**src/rtl/complex_soft_threshold_defines.svh**
```systemverilog
// Assertion macros shared by the complex soft threshold RTL.
// Users must have clk and rst_n in scope; no other dependencies.
`ifndef COMPLEX_SOFT_THRESHOLD_DEFINES_SVH
`define COMPLEX_SOFT_THRESHOLD_DEFINES_SVH

// Implication check, disabled during reset
`define CST_ASSERT_IMP(label, ante, cons, msg) \
  label: assert property (@(posedge clk) disable iff (!rst_n) (ante) |-> (cons)) \
    else $error(msg);

// Next-cycle implication check, disabled during reset
`define CST_ASSERT_NXT(label, ante, cons, msg) \
  label: assert property (@(posedge clk) disable iff (!rst_n) (ante) |=> (cons)) \
    else $error(msg);

`endif

```
**src/rtl/cst_isqrt.sv**
```systemverilog
// Pipelined integer square root, one result bit per stage, with sideband.
// Uses no package items; instantiated by complex_soft_threshold.
`default_nettype none
module cst_isqrt #(
  parameter int W  = 16,
  parameter int SW = 1
) (
  input  wire logic             clk,
  input  wire logic             rst_n,
  input  wire logic             in_valid,
  output logic                  in_ready,
  input  wire logic [2*W-1:0]   in_rad,
  input  wire logic [SW-1:0]    in_side,
  output logic                  out_valid,
  input  wire logic             out_ready,
  output logic [W-1:0]          out_root,
  output logic [SW-1:0]         out_side
);
  logic [W-1:0]     v_r;
  logic [W-1:0]     en;
  logic [2*W-1:0]   x_r    [W];
  logic [W+1:0]     rem_r  [W];
  logic [W-1:0]     root_r [W];
  logic [SW-1:0]    side_r [W];

  for (genvar k = 0; k < W; k++) begin : g_stage
    logic           v_in;
    logic [2*W-1:0] x_in;
    logic [W+1:0]   rem_in;
    logic [W-1:0]   root_in;
    logic [SW-1:0]  side_in;
    logic [W+1:0]   rem_t;
    logic [W+1:0]   trial;
    logic           ge;
    logic [W+1:0]   rem_nxt;
    logic [W-1:0]   root_nxt;

    if (k == 0) begin : g_first
      assign v_in    = in_valid;
      assign x_in    = in_rad;
      assign rem_in  = '0;
      assign root_in = '0;
      assign side_in = in_side;
    end else begin : g_next
      assign v_in    = v_r[k-1];
      assign x_in    = x_r[k-1];
      assign rem_in  = rem_r[k-1];
      assign root_in = root_r[k-1];
      assign side_in = side_r[k-1];
    end

    if (k == W-1) begin : g_last_en
      assign en[k] = ~v_r[k] | out_ready;
    end else begin : g_mid_en
      assign en[k] = ~v_r[k] | en[k+1];
    end

    // bring down the next pair of radicand bits and try root*4+1
    assign rem_t    = {rem_in[W-1:0], x_in[2*W-1 -: 2]};
    assign trial    = {root_in, 2'b01};
    assign ge       = rem_t >= trial;
    assign rem_nxt  = ge ? (rem_t - trial) : rem_t;
    assign root_nxt = {root_in[W-2:0], ge};

    always_ff @(posedge clk) begin
      if (!rst_n) begin
        v_r[k] <= 1'b0;
      end else if (en[k]) begin
        v_r[k] <= v_in;
      end
    end

    always_ff @(posedge clk) begin
      if (en[k]) begin
        x_r[k]    <= {x_in[2*W-3:0], 2'b00};
        rem_r[k]  <= rem_nxt;
        root_r[k] <= root_nxt;
        side_r[k] <= side_in;
      end
    end
  end

  assign in_ready  = en[0];
  assign out_valid = v_r[W-1];
  assign out_root  = root_r[W-1];
  assign out_side  = side_r[W-1];
endmodule
`default_nettype wire

```
**config.mk**
```make
export PLATFORM = sky130hd
export DESIGN_NAME = cst_isqrt
export DESIGN_NICKNAME = d
export VERILOG_FILES = /design/src/rtl/complex_soft_threshold_defines.svh /design/src/rtl/cst_isqrt.sv
export SDC_FILE = /design/constraint.sdc
export NUM_CORES = 1
export LEC_CHECK = 0
export BUFFER_PORTS_ARGS = -buffer_cell sky130_fd_sc_hd__buf_2
export CAP_MARGIN = 20
export CORE_ASPECT_RATIO = 2
export CORE_MARGIN = 5
export CORE_UTILIZATION = 50
export CTS_CLUSTER_DIAMETER = 80
export DETAILED_ROUTE_END_ITERATION = 8
export PLACE_DENSITY = 0.7
export SYNTH_ARGS = -nofsm -noshare
export SYNTH_HDL_FRONTEND = slang
export SYNTH_SLANG_ARGS = --single-unit
export TNS_END_PERCENT = 10
```
**constraint.sdc**
```tcl
create_clock -name clk -period 7.6 [get_ports clk]
set_clock_uncertainty 0.05 [all_clocks]
set_input_delay 2.28 -clock clk [delete_from_list [all_inputs] [get_ports clk]]
set_output_delay 2.28 -clock clk [all_outputs]
set_load 0.005 [all_outputs]
```
==> flow_summary.toml <==
[logic_synthesis]
ys_ff_latch = 632
ys_top_cells_by_area = "edfxtp_1, ha_1, inv_1"
synth_edf_count = 616
synth_top_flop_cell = "edfxtp_1"
syn_area_per_cell_um2 = 13.6
syn-num-nets = 2330
synth_cell_types = 87
ys_seq_area_share_pct = 64.6
syn_area_um2 = 29100
yosysTopAreaCellShare_pct = 63.5
synthArstFlopShare_pct = 0
yosysWarnings = 0
synthCells = 2141
synth_largest_area_cell = "edfxtp_1"

[clock_network]
cts_root_buffer = "clkbuf_16"
clk_pin_slew_ns = 0.07
worstSkewPairLatency_ns = 0.62
cts_made_buffers = 52
postCtsHoldBufs = 0
cts_setup_buffers = 0
cts_resized = 0
htree_levels = 2
cts_sinks = 632
cts_tree = "built"
clock_path_buffers = 3

[route]
routed.top_layer = "met4"
met2_length_um = 36200
wl_met3_um = 1510
dr.pass1.iters = 5
routed_wl_um = 57400
post_drt_wl_per_cell_um = 18.9
drt_iter0_markers = 691
wl_met1_um = 14600
final_antenna_net_count = 0
vias = 17100
drc = 0
viasPerCell = 5.62

[sta]
setup_viol = 0
min_period_ns = 6.60
rsz0062_at_grt = "false"
tns_ns = 0
timing.hold.ws_ns = 0.356
finalHoldViolations = 0
slew_viol_final = 0
finalCritPeriodShare_pct = 86.8
setup_ws_ns = 1.00
relSlewSlack_pct = 23.0
worstMarginPinSlew_ns = 1.15
clock.fmax_mhz = 152

[floorplanning]
start_util_pct = 50.3
core_area_um2 = 57900
die_area_um2 = 63500
die_h_um = 351
fp-row-count = 125
die_w_um = 181
io_pins = 56

[job]
drv_cap = 0

[setup_path]
cp_max_fo = 7
arrival_ns = 4.27
reg2reg_to = "rem_r[14][12]"
start_kind = "input port"
rr_worst_depth = 6
required_ns = 5.27
worstReg2RegStart = "rem_r[13][2]"
regToRegSetupSlack_ns = 3.73
path_class = "in2out"
worst_setup_path_end_kind = "primary output"

[placed_design]
dpl.cell_count = 2942
port_buffers = 55
finalWeightedCongestion = 0.896
place_ws_ns = 0.972
hpwl_um = 45000

[power]
p_leak_nw = 12.9
seqPwrFrac_pct = 49.8
ir_worst_vdd_mv = 0.242
swShare_pct = 28.1
clkPwrFrac_pct = 27.9
p_per_area_nw_per_um2 = 310
p_int_mw = 7.16
p_sw_mw = 2.80
fin_total_pwr_mw = 9.96
comb_power_share_pct = 22.3

[outcome]
status = "completed"

[finish]
num-nets-final = 2425
final_cell_mix = "edfxtp_1, inv_1, ha_1"
antenna_cells = 0
drive_gt1_share_pct = 10.8
area_growth_syn_to_layout_pct = 10.3
fin_cells = 3042
final_common_cell = "edfxtp_1"

[min_path]
hold_depth = 0
min_path_type = "reg2reg"
worst_hold_path.endpoint = "x_r[0][233]"
hold_path_startpoint = "x_r[0][201]"

[global_routing]
grt_pass1_vias = 18400
grt_usage_pct = 17.7
antenna_found_initial = 0
grt_max_degree = 47
grt_pass1_wl_um = 89400
grt_overflow = 0
## state kept, by name (all words and copies together) (netlist names)
signal and cells:
rem_r 224, g_stage.v_in 15, root_r 136, side_r 16, x_r 240, out_valid 1
## worst max-delay path: stages
cell and delay [ns]:
buf_2 0.10, and3b_1 0.38, nand3_2 0.18, nor4_1 0.56
and2_1 0.33, and4_1 0.25, inv_1 0.06, buf_2 0.12
## metal layers
metal  track usage (%)  up-vias
li1                  -     8214
met1              11.3     8246
met5                 0        -
met2              40.2      395
met3              1.93      228
met4              13.9        0
## worst max-delay path by stage
stage | startpoint | end | slack [ns]
detailed placement | out_ready | in_ready | 0.97
finish | out_ready | in_ready | 1.00
floorplan | out_ready | in_ready | 0.02
global route | out_ready | in_ready | 0.84
CTS | out_ready | in_ready | 0.97
global placement | out_ready | in_ready | 1.03
## cells by family (layout without fill, tap and decap cells)
| kind of cell | after synthesis | in the layout | synth area share, % |
|---|---|---|---|
| other cells | 1 | 1 | 0.0129 |
| compound gates | 399 | 399 | 9.07 |
| buf+inv | 235 | 374 | 3.19 |
| simple gates | 497 | 497 | 9.07 |
| xor+xnor | 143 | 143 | 4.30 |
| flops | 632 | 632 | 64.6 |
| mux | 82 | 82 | 3.20 |
| fa+ha+maj | 152 | 152 | 6.53 |
## synthesized netlist by cell type (19+ instances only)
cell and number:
nor2_1 117, inv_1 203, o21a_1 46, nand2_1 87, a21oi_1 90, nand2b_1 19, o21ai_0 85, a21o_1 26
ha_1 152, nand3_1 37, nand4_1 23, edfxtp_1 616, xor2_1 62, mux2_2 52, xnor2_1 81, nor3_1 52
nor4_1 31, o31ai_1 22, or3_1 31
## area by class of cell
class / count / area (um^2)
clock buffer: 69 / 1400
clock inverter: 29 / 379
fill: 4549 / 25700
inverter: 206 / 773
multi-input combinational: 1274 / 9400
sequential: 632 / 18800
tap: 762 / 953
timing repair buffer: 70 / 413
## power by group through the flow
stage                     sequential (mW)  combinational (mW)  clock [mW]
after detailed placement             5.03                2.21           0
after CTS                            4.96                2.23        2.84
after floorplan                      4.90                1.70           0
final                                4.96                2.22        2.77
after global routing                 5.02                2.45        2.98
after global placement               5.00                2.12           0
## stage by stage
step	util [%]	instance area (um^2)
floorplan	-	29100
global placement	52.4	30300
detailed placement	52.4	30300
CTS	55.5	32100
global route	55.5	32100
finish	55.5	32100
Note: power is estimated with default switching activity, not from simulation.
