==> src/rtl/complex_soft_threshold_defines.svh <==
// Assertion macros shared by the complex soft threshold RTL.
// Users must have clk and rst_n in scope; no other dependencies.
`ifndef COMPLEX_SOFT_THRESHOLD_DEFINES_SVH
`define COMPLEX_SOFT_THRESHOLD_DEFINES_SVH

// Implication check, disabled during reset
`define CST_ASSERT_IMP(label, ante, cons, msg) \
  label: assert property (@(posedge clk) disable iff (!rst_n) (ante) |-> (cons)) \
    else $error(msg);

// Next-cycle implication check, disabled during reset
`define CST_ASSERT_NXT(label, ante, cons, msg) \
  label: assert property (@(posedge clk) disable iff (!rst_n) (ante) |=> (cons)) \
    else $error(msg);

`endif

==> src/rtl/cst_div.sv <==
// Pipelined restoring divider, two dividends over one shared divisor,
// one quotient bit per stage. No package items; used by the top level.
`default_nettype none
module cst_div #(
  parameter int W  = 16,
  parameter int SW = 1
) (
  input  wire logic             clk,
  input  wire logic             rst_n,
  input  wire logic             in_valid,
  output logic                  in_ready,
  input  wire logic [2*W-1:0]   in_num_a,
  input  wire logic [2*W-1:0]   in_num_b,
  input  wire logic [W-1:0]     in_den,
  input  wire logic [SW-1:0]    in_side,
  output logic                  out_valid,
  input  wire logic             out_ready,
  output logic [W-1:0]          out_quo_a,
  output logic [W-1:0]          out_quo_b,
  output logic [SW-1:0]         out_side
);
  logic [W-1:0]     v_r;
  logic [W-1:0]     en;
  logic [2*W-1:0]   a_r    [W];
  logic [2*W-1:0]   b_r    [W];
  logic [W-1:0]     den_r  [W];
  logic [SW-1:0]    side_r [W];

  for (genvar k = 0; k < W; k++) begin : g_stage
    logic           v_in;
    logic [2*W-1:0] a_in;
    logic [2*W-1:0] b_in;
    logic [W-1:0]   den_in;
    logic [SW-1:0]  side_in;
    logic [W:0]     ta;
    logic [W:0]     tb;
    logic [W:0]     da;
    logic [W:0]     db;
    logic           gea;
    logic           geb;
    logic [2*W-1:0] a_nxt;
    logic [2*W-1:0] b_nxt;

    if (k == 0) begin : g_first
      assign v_in    = in_valid;
      assign a_in    = in_num_a;
      assign b_in    = in_num_b;
      assign den_in  = in_den;
      assign side_in = in_side;
    end else begin : g_next
      assign v_in    = v_r[k-1];
      assign a_in    = a_r[k-1];
      assign b_in    = b_r[k-1];
      assign den_in  = den_r[k-1];
      assign side_in = side_r[k-1];
    end

    if (k == W-1) begin : g_last_en
      assign en[k] = ~v_r[k] | out_ready;
    end else begin : g_mid_en
      assign en[k] = ~v_r[k] | en[k+1];
    end

    // partial remainder sits in the upper half, quotient shifts in at the bottom
    assign ta    = a_in[2*W-1:W-1];
    assign tb    = b_in[2*W-1:W-1];
    assign gea   = ta >= {1'b0, den_in};
    assign geb   = tb >= {1'b0, den_in};
    assign da    = ta - {1'b0, den_in};
    assign db    = tb - {1'b0, den_in};
    assign a_nxt = gea ? {da[W-1:0], a_in[W-2:0], 1'b1} : {a_in[2*W-2:0], 1'b0};
    assign b_nxt = geb ? {db[W-1:0], b_in[W-2:0], 1'b1} : {b_in[2*W-2:0], 1'b0};

    always_ff @(posedge clk) begin
      if (!rst_n) begin
        v_r[k] <= 1'b0;
      end else if (en[k]) begin
        v_r[k] <= v_in;
      end
    end

    always_ff @(posedge clk) begin
      if (en[k]) begin
        a_r[k]    <= a_nxt;
        b_r[k]    <= b_nxt;
        den_r[k]  <= den_in;
        side_r[k] <= side_in;
      end
    end
  end

  assign in_ready  = en[0];
  assign out_valid = v_r[W-1];
  assign out_quo_a = a_r[W-1][W-1:0];
  assign out_quo_b = b_r[W-1][W-1:0];
  assign out_side  = side_r[W-1];
endmodule
`default_nettype wire

==> config.mk <==
export PLATFORM = sky130hd
export DESIGN_NAME = cst_div
export DESIGN_NICKNAME = d
export VERILOG_FILES = /design/src/rtl/complex_soft_threshold_defines.svh /design/src/rtl/cst_div.sv
export SDC_FILE = /design/constraint.sdc
export NUM_CORES = 2
export LEC_CHECK = 0
export ABC_AREA = 1
export BUFFER_PORTS_ARGS = -buffer_cell sky130_fd_sc_hd__buf_2
export CELL_PAD_IN_SITES_DETAIL_PLACEMENT = 0
export CELL_PAD_IN_SITES_GLOBAL_PLACEMENT = 2
export CORE_MARGIN = 2
export CORE_UTILIZATION = 40
export CTS_BUF_LIST = sky130_fd_sc_hd__clkbuf_2 sky130_fd_sc_hd__clkbuf_4 sky130_fd_sc_hd__clkbuf_8
export DETAILED_ROUTE_END_ITERATION = 10
export PLACE_DENSITY = 0.85
export SLEW_MARGIN = 20
export SYNTH_ARGS = -nofsm -noshare
export SYNTH_HDL_FRONTEND = slang
export SYNTH_SLANG_ARGS = --single-unit
==> constraint.sdc <==
create_clock -name clk -period 8.05 [get_ports clk]
set_input_delay 1.2075 -clock clk [delete_from_list [all_inputs] [get_ports clk]]
set_output_delay 1.2075 -clock clk [all_outputs]
set_load 0.005 [all_outputs]
==> flow_metrics.tcl <==
set metrics [dict create \
    grt_max_degree 83 \
    power.density_nw_per_um2 407 \
    yosys.area_share.simple 0.114 \
    routabilityCongestion 0.885 \
    combinationalPowerShare 0.420 \
    cts_buffer_depth 3 \
    htreeDepth 4 \
    slowest_delay_ns 0.50 \
    fin_area_sq_um 73800 \
    power_frac_clock 0.197 \
    internal-power_mw 18.1 \
    drtIter0Drc 3335 \
    cts_sinks 1264 \
    fp.dieArea_sq_um 170000 \
    synth_seq_area_share 0.566 \
    final_common_cell "edfxtp_1" \
    period_needed_ns 5.31 \
    post_cts_buffers 0 \
    avgSynthCellArea_sq_um 10.9 \
    vias_per_cell 5.09 \
    grt_pass1_vias 44000 \
    synth_cell_types 44 \
    power.leakage_nw 31.1 \
    netlist_instances 6101 \
    vias 44200 \
    final.setup.tns_ns 0 \
    cp-end-kind "output port" \
    netSwitchingPower_mw 12.0 \
    slew_violations 0 \
    core_area_sq_um 165000 \
    fin_skew_ns 0.0649 \
    cts_tree "built" \
    timing.hold.ws_ns 0.382 \
    slew_headroom 0.255 \
    final_core_util 0.446 \
    hpwl_microns 138000 \
    synth_top_family_by_area "simple AND/OR/NAND/NOR gates" \
    cp_common_cell "nand4_4" \
    setup_viol 0 \
    worstPathCellList "buf_2 -> inv_1 -> nand4_4 -> nor3_4 -> nand4_4 -> nor2_4 -> nand4_4 -> nor2_8 -> nand4_4 -> buf_2" \
    pwr-share-seq 0.383 \
    die_height_microns 413 \
    cts_resized 0 \
    switching_share 0.399 \
    required_ns 6.84 \
    setup_slack_ns 2.74 \
    fin_crit_sh 0.660 \
    rsz0062_at_grt "no" \
    cts_hold_buffers 0 \
    cts_buffers 204 \
    hold_class "reg -> reg" \
    synthAdderAreaFrac 0.105 \
    drcViolationCount 0 \
    path_clk_slew_ns 0.06 \
    worst_setup_path_start_kind "primary input" \
    crit_arrival_ns 4.10 \
    pre_cts_slack_ns 2.64 \
    wl_per_cell_microns 20.0 \
    status "finished clean" \
    rows 149 \
    max_freq_ghz 0.188 \
    hold_viol_final 0 \
    clockRootBuffer "clkbuf_8" \
    dpl_cell_area_sq_um 69300 \
    grt-ovfl-total 0 \
    first_pass_iters 6 \
    grt_usage 0.203 \
    cap_viol_max_count 0 \
    worst_path_max_delay_cell "nand4_4" \
    critPathKind "in -> out" \
    syn_nets 6728 \
    die_w_microns 413 \
    drtAntennaViolNets 0 \
    grt_pass1_wl_microns 261000 \
    synth_area_sq_um 66800 \
    antenna_found_initial 8 \
    initial_utilization 0.404 \
    io_buffer_count 119 \
    postRouteWirelength_microns 174000 \
    syn_to_final_growth_pct 10.6 \
    worstSkewPairLatency_ns 0.96 \
    ys_ff_latch 1264 \
    fin_nets 6948 \
    yosys_warnings 0 \
    peakVddDrop_mv 0.197 \
    synth.area.mux_share 0 \
    io-pin-count 120 \
    synth-xor-area-share 0.0551 \
    layout_common_cells "edfxtp_1, nand2_1, inv_1, a21oi_1, ha_1" \
    path_max_fanout 31 \
    r2r_slack_ns 4.27 \
    synth_compound_area_frac 0.109 \
    drive_gt1_frac 0.0867 \
    worst_slew_pin_slew_ns 1.12 \
]
-- worst max-delay path: cells and delay by family --
kind / cells / cell delay [ns]
simple gates: 7 / 2.27
buf+inv: 3 / 0.58
-- synth_stat cells, drive strengths merged --
cell,count,area (sq um)
a211oi,17,128
a21boi,60,450
a21o,73,548
a21oi,565,2840
a311oi,1,8.76
a31oi,30,188
buf,120,918
clkbuf,1,5.00
dfxtp,16,320
edfxtp,1248,37500
fa,30,601
ha,512,6410
inv,658,2470
nand2,1072,4070
nand3,148,746
nand4,97,667
nor2,410,1560
nor3,65,337
nor4,35,219
nor4b,1,8.76
o2111ai,35,307
o211ai,31,383
o21a,2,15.0
o21ai,422,2180
o21bai,30,225
o31ai,1,7.51
or2,1,6.26
xnor2,273,2390
xor2,147,1290
-- worst paths after layout --
path | from | to | cells past startpoint
max | out_ready | in_ready | 10
max reg2reg | out_valid | den_r[0][9] | 8
min reg2reg | a_r[1][108] | a_r[1][141] | 0
min | a_r[1][108] | a_r[1][141] | 0
-- layer usage --
layer / part of all wire / GRT usage
met4: 0.022 / 0.0505
met5: 0.000075 / 0
met1: 0.44 / 0.260
met2: 0.50 / 0.361
met3: 0.040 / 0.0283
-- kinds of logic after synthesis --
kind of cell | after synthesis
flops | 1264
fa+ha+maj | 542
compound gates | 1267
buf+inv | 779
xor+xnor | 420
simple gates | 1829
-- layout make-up --
| cell class | instances | area [sq um] |
|---|---|---|
| Tap cell | 2189 | 2740 |
| Clock buffer | 247 | 3160 |
| Inverter | 658 | 2480 |
| Antenna cell | 4 | 10.0 |
| Fill cell | 15400 | 91500 |
| Sequential cell | 1264 | 37800 |
| Clock inverter | 134 | 1250 |
| Multi-Input combinational cell | 4058 | 25600 |
| Timing Repair Buffer | 135 | 756 |
-- flip-flops by register name (all words and copies together) (netlist names) --
register      count
out_valid         1
a_r             496
side_r           16
den_r           240
g_stage.v_in     15
b_r             496
-- power by group through the flow --
stage | registers [mW] | clock network, mW | logic [mW]
2_1_floorplan | 10.8 | 0 | 9.71
3_3_place_gp | 11.7 | 0 | 12.6
3_5_place_dp | 11.7 | 0 | 12.6
4_1_cts | 11.6 | 6.09 | 12.6
5_1_grt | 11.7 | 6.36 | 14.2
6_report | 11.5 | 5.91 | 12.6
-- through the flow --
stage	instances	total power, mW
2_1_floorplan	6101	20.5
3_3_place_gp	8302	24.2
3_5_place_dp	8302	24.3
4_1_cts	8683	30.3
5_1_grt	8688	32.3
6_report	8689	30.1
Note: power is estimated with default switching activity, not from simulation.
